**src/rtl/core/v3a_pkg.sv**
```systemverilog
// Shared constants and types for the three-component vector ALU.
// Holds operation codes, status codes and the control group passed between pipeline parts.
// No dependencies.
`default_nettype none

package v3a_pkg;

    localparam int unsigned WORD_BITS_DEF = 32;
    localparam int unsigned FRAC_BITS_DEF = 16;

    localparam int unsigned CMD_W = 4;

    localparam logic [CMD_W-1:0] CMD_ADD   = 4'd0;
    localparam logic [CMD_W-1:0] CMD_SUB   = 4'd1;
    localparam logic [CMD_W-1:0] CMD_SCALE = 4'd2;
    localparam logic [CMD_W-1:0] CMD_DIV   = 4'd3;
    localparam logic [CMD_W-1:0] CMD_MAG   = 4'd4;
    localparam logic [CMD_W-1:0] CMD_NORM  = 4'd5;
    localparam logic [CMD_W-1:0] CMD_DOT   = 4'd6;
    localparam logic [CMD_W-1:0] CMD_CROSS = 4'd7;
    localparam logic [CMD_W-1:0] CMD_EQUAL = 4'd8;

    localparam logic [1:0] ST_OK   = 2'd0;
    localparam logic [1:0] ST_DIV0 = 2'd1;
    localparam logic [1:0] ST_SAT  = 2'd2;

    // Control group that travels alongside the data through every stage.
    typedef struct packed {
        logic             valid;
        logic [CMD_W-1:0] cmd;
    } t_ctl;

endpackage

`default_nettype wire

```
**src/rtl/core/v3a_sqrt.sv**
```systemverilog
// Pipelined integer square root, one result bit per stage, with a side band carried along.
// Takes a 2W-bit radicand and gives its W-bit floor root after W stages.
// Depends on v3a_pkg.
`default_nettype none

module v3a_sqrt #(
    parameter int unsigned W    = v3a_pkg::WORD_BITS_DEF,
    parameter int unsigned SB_W = 8
) (
    input  wire logic            i_clk,
    input  wire logic            i_rst_n,
    input  wire logic            i_en,
    input  wire v3a_pkg::t_ctl   i_ctl,
    input  wire logic [2*W-1:0]  i_rad,
    input  wire logic [SB_W-1:0] i_sb,
    output v3a_pkg::t_ctl        o_ctl,
    output logic [W-1:0]         o_root,
    output logic [SB_W-1:0]      o_sb
);
    import v3a_pkg::*;

    localparam int unsigned RW = W + 1;

    t_ctl            r_ctl  [W];
    logic [RW-1:0]   r_rem  [W];
    logic [W-1:0]    r_root [W];
    logic [2*W-1:0]  r_x    [W];
    logic [SB_W-1:0] r_sb   [W];

    for (genvar k = 0; k < W; k++) begin : g_stage
        t_ctl            p_ctl;
        logic [RW-1:0]   p_rem;
        logic [W-1:0]    p_root;
        logic [2*W-1:0]  p_x;
        logic [SB_W-1:0] p_sb;
        logic [RW+1:0]   rem_t;
        logic [RW+1:0]   trial;
        logic [RW+1:0]   diff;
        logic            ge;

        if (k == 0) begin : g_first
            assign p_ctl  = i_ctl;
            assign p_rem  = '0;
            assign p_root = '0;
            assign p_x    = i_rad;
            assign p_sb   = i_sb;
        end else begin : g_next
            assign p_ctl  = r_ctl[k-1];
            assign p_rem  = r_rem[k-1];
            assign p_root = r_root[k-1];
            assign p_x    = r_x[k-1];
            assign p_sb   = r_sb[k-1];
        end

        always_comb begin
            rem_t = {p_rem, p_x[2*W-1:2*W-2]};
            trial = {1'b0, p_root, 2'b01};
            diff  = rem_t - trial;
            ge    = (rem_t >= trial);
        end

        always_ff @(posedge i_clk) begin
            if (!i_rst_n) begin
                r_ctl[k] <= '0;
            end else if (i_en) begin
                r_ctl[k] <= p_ctl;
            end
        end

        always_ff @(posedge i_clk) begin
            if (i_en) begin
                r_rem[k]  <= ge ? diff[RW-1:0] : rem_t[RW-1:0];
                r_root[k] <= {p_root[W-2:0], ge};
                r_x[k]    <= {p_x[2*W-3:0], 2'b00};
                r_sb[k]   <= p_sb;
            end
        end
    end

    assign o_ctl  = r_ctl[W-1];
    assign o_root = r_root[W-1];
    assign o_sb   = r_sb[W-1];

endmodule

`default_nettype wire

```
**config.mk**
```make
export PLATFORM = sky130hd
export DESIGN_NAME = v3a_sqrt
export DESIGN_NICKNAME = d
export VERILOG_FILES = /design/src/rtl/core/v3a_pkg.sv /design/src/rtl/core/v3a_sqrt.sv
export SDC_FILE = /design/constraint.sdc
export NUM_CORES = 2
export LEC_CHECK = 0
export BUFFER_PORTS_ARGS = -buffer_cell sky130_fd_sc_hd__buf_2
export CAP_MARGIN = 30
export CORE_UTILIZATION = 30
export CTS_CLUSTER_DIAMETER = 30
export DETAILED_ROUTE_END_ITERATION = 12
export SYNTH_ARGS = -nofsm -noshare
export SYNTH_HDL_FRONTEND = slang
export SYNTH_MEMORY_MAX_BITS = 65536
export SYNTH_SLANG_ARGS = --single-unit
```
**constraint.sdc**
```tcl
create_clock -name i_clk -period 9.7 [get_ports i_clk]
set_input_delay 2.425 -clock i_clk [delete_from_list [all_inputs] [get_ports i_clk]]
set_output_delay 2.425 -clock i_clk [all_outputs]
set_load 0.01 [all_outputs]
```
**After elaboration in Yosys (flattened, before gate mapping)**

Memory sizes are Yosys's and may differ from the RTL's.
Cells that the tools add are included.
W data, S select, Z words.

- Memories: 5
- ROM bits: 0
- Output and inout port bits: 45
- Bits in latches: 0
- RAM bits: 4480
- Flip-flop bits (word level): 0

- Add/sub/neg operators: 32
- Multiplexer cells: 69
- Order comparisons: 32
- Bitwise logic cells: 32
- Equal/unequal tests: 0
- Divide/modulo/power cells: 0
- Shift-type cells: 0
- Reductions and logical operators: 0
- Multiply operators: 0

Memory list:

| memory | words | width | rd ports | clocked after memory_dff | wr ports | line | text |
|---|---|---|---|---|---|---|---|
| r_x | 32 | 62 | 31 | 0 | 32 | v3a_sqrt.sv:27 | `logic [2*W-1:0] r_x [W];` |
| r_rem | 32 | 33 | 31 | 0 | 32 | v3a_sqrt.sv:25 | `logic [RW-1:0] r_rem [W];` |
| r_root | 32 | 32 | 32 | 0 | 32 | v3a_sqrt.sv:26 | `logic [W-1:0] r_root [W];` |
| r_sb | 32 | 8 | 32 | 0 | 32 | v3a_sqrt.sv:28 | `logic [SB_W-1:0] r_sb [W];` |
| r_ctl | 32 | 5 | 32 | 0 | 32 | v3a_sqrt.sv:24 | `t_ctl r_ctl [W];` |

Operator list:

| cell | count |
|---|---|
| $ge A35 B34 Y1 | 31 |
| $mux W33 | 32 |
| $sub A33 B33 Y33 | 31 |
| $mux W5 | 32 |
| $or A1 B1 Y1 | 32 |
| $mux W1 | 5 |
| $sub A2 B1 Y3 const B | 1 |
| $ge A2 B1 Y1 const B | 1 |

**Depth between registers and ports, before layout**

- Depth after elaboration: 4
- Mapped depth: 15
- Mapped depth without buffers: 13

**Worst setup path after synthesis**

No wires, ideal clock.

- Kind: in2reg
- Start: input port i_en
- End: memory r_ctl[0][0] (netlist name), enable pin
- Arrival: 6.782 ns
- Stages: 3
- Path buffers: 2
- Setup slack: 2.371 ns
- Path through: clkbuf_1 -> clkbuf_1 -> nand2b_1

RTL lines:

| element | line | text |
|---|---|---|
| from (decl) | v3a_sqrt.sv:12 | `input wire logic i_en,` |
| to (decl) | v3a_sqrt.sv:24 |  |

==> impl_results.md <==
- IR drop worst, VDD: about 0.00021 V
- CP endpoint kind: register
- Fin Setup TNS: 0 ns
- Area of the multi-input gates: between 30000 and 40000 sq um
- PwrDens: about 280 nW/um^2
- Setup Buffers After CTS: 0
- Number of I/O pins: 125
- Fin crit share: 0.491
- Via/cell ratio: 4.54
- Ys async rst share: 0
- Cts bufs inserted: 650
- Synth unique cells: 97
- Total Wirelength: 242 mm
- Commonest non-fill, non-tap cell in the layout: edfxtp_1
- Metal-1 WL: 102 mm
- Outcome: finished, final reports clean
- Critical Path AT: 5.44 ns
- Worst EP required: 10.38 ns
- Syn Std Cell Area: 129000 sq um
- Placed Cells: between 15000 and 20000
- Syn Inst Count: around 9500
- Most frequent cells in the layout: edfxtp_1, inv_1, clkbuf_16
- Worst-Margin Slew: 1.08 ns
- CP Launch Type: register
- Core Region: 428000 sq um
- Max_cap viols: 0
- Post_cts resized: 0
- Fin. Hold Viols: 0
- Setup Skew: 0.102 ns
- Met2 wire length: roughly 120 mm
- HPWL Detailed: 162 mm
- Clk sinks: 2911
- Most used DFF post-synth: edfxtp_1
- Storage element area: 87400 sq um
- Die W: 658 um
- Cell taking the most area after synthesis: edfxtp_1
- Gr ovfl total: 0
- Clock Tree Buf Depth: 4
- Largest delay share family, worst path: compound AO/OA/AOI/OAI gates
- GP Congestion: 0.837
- Initial core utilization: 0.302
- Drt initial violations: 4735
- Iteration count of the initial detailed-routing pass: 6
- Clock root buffer: clkbuf_16
- Non-Filler Instances: 16386
- Proportion of netlist area held by the largest area contributor: 0.677
- Synth Warn #: 0
- Height of the die: 658 um
- TritonCTS clock tree: built
- Top routing layer in use: met4
- Cell Rows: 240
- CP max stage cell: a31o_2
- #FFs+latches synth: 2911
- Worst rel slew slack: 0.277
- WP buf/inv: 0
- Max Slew Vio Count: 0
- Vias: 74379
- Period minus WS final: 4.76 ns
- Largest net degree at the start of global routing: around 260
- Area delta synth->final: 23.7%
- CTS clk-pin slew, worst paths: 0.05 ns
- Place WS: 4.12 ns
- Total GRT Usage: 0.108
- CTS Hold Buffers Added: 0
- Metal3 WL: approximately 10 mm
- Crit Path Max Fanout: 39
- # fillers: 40429
- Syn Nets: 10155
- Post-route DRC: 0
- Routed Antenna Nets: 0
- Leakage: 0.0611 uW
- I/O Buffers: 124
- Max Freq: 0.210 GHz
- Hold Path Class: register to register
- Largest cells by area after synthesis: edfxtp_1, ha_1, xor2_1, xnor2_1, a21oi_1
- Syn Area/Cell: 13.6 sq um
- RSZ-0062 raised after global routing: false
- CP dominant cell by count: a21oi_1
- Layout cells sized above 1: 0.130
- Register area share after synthesis: 0.677
- Final WS setup: 4.94 ns
- Critical Path Max Stage Delay: around 0.83 ns
- Vias in the first global route: 75031
- Initial antenna violation count: 1
- Worst-path cell chain: ha_1 > o211ai_1 > a21oi_1 > o311ai_0 > a311oi_1 > a21oi_1 > o21ai_0 > a31o_2 > nand2b_1 > or3_1 > xnor2_1
- Routed length per instance: 14.7 um
- Die Area: roughly 430000 sq um
- Clock insertion delay at the later pin of the skew report: 1.01 ns
- H-tree depth: 6
- First-pass GRT wire length: 387 mm
- # setup viols final: 0
- Setup CP Type: register to register
- EDFF count, synth: 2911
- NumNets Final: 10795
## layout make-up
| type | count | area share |
|---|---|---|
| Sequential cell | 2911 | 0.547 |
| Multi-Input combinational cell | 5718 | 0.241 |
| Clock buffer | 731 | 0.104 |
| Tap cell | 5687 | 0.0445 |
| Clock inverter | 464 | 0.0389 |
| Inverter | 686 | 0.0161 |
| Timing Repair Buffer | 187 | 0.00849 |
| Antenna cell | 2 | 0.0000313 |
## synth_stat cells (all sizes together), types with 45 or more instances
cell / count
inv: 685
mux2: 74
or3: 97
o31ai: 55
a31oi: 65
nand2: 632
nand4: 97
o21ai: 495
ha: 561
o21a: 101
nand3: 144
a21o: 230
xnor2: 387
nor3: 243
nor4: 117
nand2b: 119
edfxtp: 2911
xor2: 408
and3: 211
o21bai: 45
nor2: 551
a21oi: 570
clkbuf: 175
nor2b: 71
## metrics by stage
stage | util | total power (uW) | area [sq um] | hold WS (ns)
final | 0.373 | 45100 | 160000 | 0.379
after floorplan | - | 21100 | 129000 | 0.400
after CTS | 0.373 | 45700 | 160000 | 0.377
after global placement | 0.319 | 22900 | 137000 | 0.400
after detailed placement | 0.320 | 23000 | 137000 | 0.405
after global routing | 0.373 | 47200 | 160000 | 0.383
## power by group
group	internal [uW]	total, uW	switching, uW
combinational	2570	6130	3560
sequential	15800	16600	849
clock	15300	22400	7110
## state kept, by name (all words and copies together), names as in the netlist
name    cells
r_ctl     160
r_root    528
r_x       992
r_sb      256
r_rem     975
## cell families (layout without fill, tap and decap cells)
kind of cell | count (synthesis) | in the layout | synth area share
other | 1 | 3 | 0.0000291
DFF | 2911 | 2911 | 0.677
buffers and inverters | 885 | 2068 | 0.0258
and+or+nand+nor | 2469 | 2469 | 0.0956
AOI/OAI and AO/OA | 1807 | 1807 | 0.0857
muxes | 85 | 85 | 0.00731
adders and majority gates | 561 | 561 | 0.0544
xor gates and xnor gates | 795 | 795 | 0.0539
## layer usage
metal | vias up | global-route usage
li1 | 36960 | -
met1 | 35383 | 0.126
met3 | 602 | 0.0212
met4 | 0 | 0.0497
met5 | - | 0
met2 | 1434 | 0.191
## worst paths after layout
check,start,end,slack (ns),cells after the start
worst min register to register,r_x[0][723],r_x[0][787],0.38,0
worst max register to register,r_rem[1][99],r_rem[1][158],4.94,11
worst min-delay path,r_x[0][723],r_x[0][787],0.38,0
worst max-delay path,r_rem[1][99],r_rem[1][158],4.94,11
No activity file was read; power rests on OpenSTA's default activity.
